## src/rtl/core/sgr_pkg.sv

```systemverilog
// Package for the scaled glyph rectangle generator.
// Holds the item types, the control structs, register indexes and the font ROM.
// Used by every module of the block; depends on nothing.
package sgr_pkg;

  localparam int GLYPH_COLS = 5;
  localparam int GLYPH_ROWS = 7;
  localparam int GLYPH_BITS = GLYPH_COLS * GLYPH_ROWS;
  localparam int CELL_COLS  = 6;

  localparam logic [7:0] CODE_LIMIT = 8'd128;
  localparam logic [2:0] LAST_ROW   = 3'(GLYPH_ROWS - 1);
  localparam logic [2:0] LAST_COL   = 3'(GLYPH_COLS - 1);
  localparam logic [4:0] SCALE_MIN  = 5'd1;
  localparam logic [4:0] SCALE_MAX  = 5'd16;

  localparam int CFG_INDEX_W = 2;
  localparam int CFG_DATA_W  = 16;

  localparam logic [CFG_INDEX_W-1:0] REG_FG_COLOR    = 2'd0;
  localparam logic [CFG_INDEX_W-1:0] REG_BG_COLOR    = 2'd1;
  localparam logic [CFG_INDEX_W-1:0] REG_PIXEL_SCALE = 2'd2;
  localparam logic [CFG_INDEX_W-1:0] REG_TRANSPARENT = 2'd3;

  localparam logic [15:0] FG_COLOR_RESET = 16'hFFFF;
  localparam logic [15:0] BG_COLOR_RESET = 16'h0000;

  typedef struct packed {
    logic [7:0]         char_code;
    logic signed [15:0] start_x;
    logic signed [15:0] start_y;
    logic               new_text;
  } char_item_t;

  typedef struct packed {
    logic signed [15:0] rect_x;
    logic signed [15:0] rect_y;
    logic [4:0]         rect_w;
    logic [6:0]         rect_h;
    logic [15:0]        rect_color;
    logic               last_rect;
  } rect_item_t;

  typedef enum logic [1:0] {
    ST_IDLE,
    ST_WALK,
    ST_SPACER
  } ctrl_state_t;

  typedef struct packed {
    logic load;
    logic step;
    logic emit_pixel;
    logic emit_spacer;
  } dp_cmd_t;

  typedef struct packed {
    logic code_valid;
    logic transparent;
    logic pixel_set;
    logic last_pos;
    logic out_free;
  } dp_status_t;

  // Glyph bitmap, column-major: bit col*7+row is the pixel at that column and row.
  function automatic logic [GLYPH_BITS-1:0] glyph_bits(input logic [6:0] code);
    logic [39:0]           cols;
    logic [GLYPH_BITS-1:0] flat;
    unique case (code)
      7'd46:   cols = 40'h00_00_60_60_00;
      7'd58:   cols = 40'h00_00_36_36_00;
      7'd48:   cols = 40'h3E_51_49_45_3E;
      7'd49:   cols = 40'h00_40_7F_42_00;
      7'd50:   cols = 40'h46_49_51_61_42;
      7'd51:   cols = 40'h31_4B_45_41_21;
      7'd52:   cols = 40'h10_7F_12_14_18;
      7'd53:   cols = 40'h39_45_45_45_27;
      7'd54:   cols = 40'h30_49_49_49_3E;
      7'd55:   cols = 40'h03_05_09_71_01;
      7'd56:   cols = 40'h36_49_49_49_36;
      7'd57:   cols = 40'h1E_29_49_49_06;
      7'd65:   cols = 40'h7E_09_09_09_7E;
      7'd66:   cols = 40'h36_49_49_49_7F;
      7'd67:   cols = 40'h22_41_41_41_3E;
      7'd68:   cols = 40'h1C_22_41_41_7F;
      7'd69:   cols = 40'h41_49_49_49_7F;
      7'd71:   cols = 40'h3A_49_49_41_3E;
      7'd72:   cols = 40'h7F_08_08_08_7F;
      7'd73:   cols = 40'h00_41_7F_41_00;
      7'd76:   cols = 40'h40_40_40_40_7F;
      7'd78:   cols = 40'h7F_08_04_02_7F;
      7'd79:   cols = 40'h3E_41_41_41_3E;
      7'd80:   cols = 40'h06_09_09_09_7F;
      7'd82:   cols = 40'h46_29_19_09_7F;
      7'd83:   cols = 40'h31_49_49_49_46;
      7'd84:   cols = 40'h01_01_7F_01_01;
      7'd85:   cols = 40'h3F_40_40_40_3F;
      7'd86:   cols = 40'h1F_20_40_20_1F;
      7'd88:   cols = 40'h63_14_08_14_63;
      7'd89:   cols = 40'h03_04_78_04_03;
      default: cols = 40'h0;
    endcase
    for (int c = 0; c < GLYPH_COLS; c++) begin
      for (int r = 0; r < GLYPH_ROWS; r++) begin
        flat[c*GLYPH_ROWS + r] = cols[c*8 + r];
      end
    end
    return flat;
  endfunction

endpackage

```

## src/rtl/core/sgr_ctrl.sv

```systemverilog
// Controller state machine for the scaled glyph rectangle generator.
// Sequences the pixel walk and spacer column through dp_cmd_t commands.
// Depends on sgr_pkg.
module sgr_ctrl (
  input  logic                clk,
  input  logic                rst,
  input  logic                char_valid,
  output logic                char_stall,
  input  sgr_pkg::dp_status_t status,
  output sgr_pkg::dp_cmd_t    cmd
);

  sgr_pkg::ctrl_state_t state, state_next;
  logic                 need_emit;

  always_ff @(posedge clk) begin
    if (rst) begin
      state <= sgr_pkg::ST_IDLE;
    end else begin
      state <= state_next;
    end
  end

  assign need_emit = status.pixel_set || !status.transparent;

  always_comb begin
    state_next = state;
    cmd        = '0;
    char_stall = 1'b1;
    unique case (state)
      sgr_pkg::ST_IDLE: begin
        char_stall = 1'b0;
        if (char_valid) begin
          cmd.load   = 1'b1;
          state_next = sgr_pkg::ST_WALK;
        end
      end
      sgr_pkg::ST_WALK: begin
        if (!status.code_valid) begin
          state_next = sgr_pkg::ST_IDLE;
        end else if (!need_emit || status.out_free) begin
          cmd.step       = 1'b1;
          cmd.emit_pixel = need_emit;
          if (status.last_pos) begin
            state_next = status.transparent ? sgr_pkg::ST_IDLE : sgr_pkg::ST_SPACER;
          end
        end
      end
      sgr_pkg::ST_SPACER: begin
        if (status.out_free) begin
          cmd.emit_spacer = 1'b1;
          state_next      = sgr_pkg::ST_IDLE;
        end
      end
      default: begin
        state_next = sgr_pkg::ST_IDLE;
      end
    endcase
  end

endmodule

```

## config.mk

```make
export PLATFORM = sky130hd
export DESIGN_NAME = sgr_ctrl
export DESIGN_NICKNAME = d
export VERILOG_FILES = /design/src/rtl/core/sgr_pkg.sv /design/src/rtl/core/sgr_ctrl.sv
export SDC_FILE = /design/constraint.sdc
export NUM_CORES = 1
export LEC_CHECK = 0
export ABC_AREA = 1
export BUFFER_PORTS_ARGS = -buffer_cell sky130_fd_sc_hd__clkbuf_2
export CORE_AREA = 2 2 39 41
export DETAILED_ROUTE_END_ITERATION = 10
export DIE_AREA = 0 0 41 43
export PLACE_DENSITY_LB_ADDON = 0.05
export SETUP_SLACK_MARGIN = 0.4
export SLEW_MARGIN = 20
export SYNTH_ARGS = -nofsm -noshare
export SYNTH_HDL_FRONTEND = slang
export SYNTH_SLANG_ARGS = --single-unit
```

## constraint.sdc

```tcl
create_clock -name clk -period 1.9 [get_ports clk]
set_input_delay 0.38 -clock clk [delete_from_list [all_inputs] [get_ports clk]]
set_output_delay 0.38 -clock clk [all_outputs]
set_load 0.01 [all_outputs]
```

Word level (Yosys, flattened, before mapping)
Cells that the tools add are included.
{"block": "totals", "output_inout_bits": 5, "inputBits": 8, "elab_cells": 28, "regBits": 2}
{"block": "op_classes", "eq_ne": 6, "n_mux": 15, "reduce_logical": 6}
{"operator": "2-bit two-way mux", "count": 9}
{"operator": "3-bit != test, second input constant", "count": 2}
{"operator": "2-bit case mux with 3 select lines", "count": 1}
{"operator": "1-bit two-way mux", "count": 5}
{"operator": "2-bit != test, second input constant", "count": 2}
{"operator": "4-bit AND reduction", "count": 1}
{"operator": "2-bit by 1-bit == test with 1-bit output, second input constant", "count": 1}
{"operator": "2-bit == test, second input constant", "count": 1}
{"operator": "1-bit zero test", "count": 2}
{"operator": "2-bit zero test", "count": 1}
{"operator": "1-bit logical OR", "count": 2}

Longest topological paths before layout
{"block": "logic_depth", "ltp_word": 7, "depth_mapped": 7, "depth_no_buf": 7}

Worst setup path before layout
OpenSTA, ideal clock, no wires.
{"block": "synth_timing", "kind": "in2out", "from": "in status[0] (netlist name)", "to": "out cmd[0] (netlist name)", "t_arrival_ps": 679, "stages": 2, "slack_ps": 841, "required_ps": 1520, "n_path_buf": 0, "path_cell_list": "inv_1 -> nor3_1"}
{"item": "start, declared", "line_no": "sgr_ctrl.sv:9", "rtl": "input sgr_pkg::dp_status_t status,"}
{"item": "end, declared", "line_no": "sgr_ctrl.sv:10", "rtl": "output sgr_pkg::dp_cmd_t cmd"}

==> impl_metrics.toml <==
[run_status]
status = "completed"

[cts]
cts_tree = "built"
numCtsBuffers = 3
htree_levels = 1
cts_root_buffer = "clkbuf_4"
hold_buffers = 0
cts.clk_slew.worst_paths_ps = 30
clk_latency_ps = 230
cts_sinks = 2
ctsResizeCount = 0
cts_buffer_depth = 2
post_cts_buffers = 0

[yosys]
synth_common_cells = "8 x nand2_1, 6 x inv_1, 3 x inv_2, 3 x nor2_1, 2 x dfxtp_1"
synthAdderAreaFrac_pct = 0
synth.ff_latch_count = 2
synth_area_leader_cell = "dfxtp_1"
synth-simple-area-share_pct = 47.76
synthTopCellsByArea = "dfxtp_1 24%, nand2_1 18%, inv_1 13%, inv_2 6.7%, nor2_1 6.7%"
synth_edf_count = 0
syn_nets = 37
synthDistinctLibCells = 12
ys_async_sr_fraction_pct = 0
synth_compound_area_share_pct = 8.209
yosysWarnings = 0
synthesis.area_um2 = 167.7
syn-instance-count = 29
synth_top_family_by_area = "simple AND/OR/NAND/NOR gates"
yosysMostFrequentCell = "nand2_1"
yosysTopAreaCellShare_pct = 23.88
synth-xor-area-share_pct = 0
syn_avg_cell_area_um2 = 5.781
synth-seq-area-share_pct = 23.88
muxShareOfSynthArea_pct = 0
synth-main-ff-cell = "dfxtp_1"

[drt]
drcViolationCount = 0
totalWireLength_um = 454
dr.pass1.iters = 2
vias_per_cell = 3.683
drt_iter0_markers = 2
ant_nets = 0
via_count = 221
wl_per_cell_um = 7.567

[grt]
antenna_found_initial = 0
busiest_layer = "met4"
grt_util_all_layers_pct = 6.106
grt_pass1_vias = 200
gr-usage-met3_pct = 1.571
grt_pass1_wl_um = 641
grtUsageMet1_pct = 5.414
met2_usage_pct = 8.125
grt-ovfl-total = 0
grt_max_degree = 5

[placement]
gp_congestion = 0.6563
port_buffers = 12
dpl_cell_area_um2 = 247.7
dp_hpwl_um = 364.7

[critical_path]
cp.required_ps = 1520
arrival_ps = 1030
end_kind = "output pin"
worst_setup_path_start_kind = "flip-flop"
critical_path_class = "reg -> out"
worstPathMaxFanout = 4

[cells_and_area]
fill_cells = 174
utilization_pct = 19.53
regMostFlops = "state"
nNetsFinal = 54
reg_top3 = "state (2)"
drive_gt1_share_pct = 47.73
area_delta_synth_final_pct = 61.19
multiInputGateArea_um2 = 93.84
antenna_cells = 0
design_area_um2 = 270.3
seqCellArea_um2 = 40.04
largest_reg_flops = 2

[die]
fp.dieH_um = 43
die-area_um2 = 1763
start_util_pct = 12.12
rows = 14
dieWidth_um = 41
core_area_um2 = 1384
io_pins = 13

[sta]
finalSetupViolCount = 0
rsz0062_at_grt = "no"
relSlewSlack_pct = 88.57
tightestPinTransition_ps = 170.2
fin_setup_tns_ps = 0
finClkSkew_ps = 0.7332
finalMaxSlewViolations = 0
fin_hold_ws_ps = 325.0
layout_min_cycle_time_ps = 1405
period_share_pct = 73.97
fmax_mhz = 711.5
hold_viol_final = 0

[power_and_ir_drop]
peakVddDrop_v = 0.0002285
power_uw = 180.5
power.density_nw_per_um2 = 667.7
leakage_uw = 0.0001636

[run]
cap_violations = 0

[hold_path]
min_path_type = "in -> reg"
[kinds of logic (layout without fill, tap and decap cells)]
family / Yosys count / in the layout
buf+inv: 9 / 24
compound gates: 2 / 2
simple gates: 16 / 16
flops: 2 / 2
[path summary, 6_finish.rpt]
kind / from / end / slack [ps] / cells past startpoint
setup / recovery: state[0] / cmd[3] / 490 / 4
setup reg to reg: state[0] / state[1] / 990 / 6
hold reg to reg: state[1] / state[1] / 540 / 2
hold / removal: rst / state[0] / 320 / 2
[power by group]
part / total, µW / leakage, µW / internal, µW / switching [µW]
Sequential: 46.4 / 0.0000164 / 44.3 / 2.12
Clock: 97.1 / 0.0000138 / 69.9 / 27.2
Combinational: 36.9 / 0.000133 / 16.4 / 20.5
Total: 180 / 0.000164 / 131 / 49.8
[layout make-up]
type | count | area share [%]
clock buffer | 3 | 8.333
inverter | 9 | 12.50
multi-input combinational | 18 | 34.72
sequential | 2 | 14.81
tap | 16 | 7.407
timing repair buffer | 12 | 22.22
[per-stage QoR]
| step | instances | setup WS [ps] |
|---|---|---|
| final | 60 | 494.6 |
| after detailed placement | 57 | 672.5 |
| after global routing | 60 | 419.4 |
| after CTS | 60 | 471.1 |
| after floorplan | 29 | 840.6 |
| after global placement | 57 | 670.6 |
[worst max-delay path, stage by stage, from the launching register on]
cell	delay, ps
dfxtp_1	330
nor2_1	170
inv_2	70
nor2_4	90
clkbuf_2	130
[per-layer routing]
metal	wire length [µm]	part of all wire, %
met5	0	0
met4	14	3.1
met3	55	12
met2	212	47
met1	171	38
[cells in the final DEF, fill, tap and decap left out]
cell	synthesis	routed
a21oi_1	1	1
a21oi_2	1	1
clkbuf_2	0	12
clkbuf_4	0	3
dfxtp_1	2	2
inv_1	6	6
inv_2	3	3
nand2_1	8	8
nand3_1	1	1
nand3_2	1	1
nand3b_1	1	1
nor2_1	3	3
nor2_4	1	1
nor3_1	1	1
Note: power is estimated with default switching activity, not from simulation.
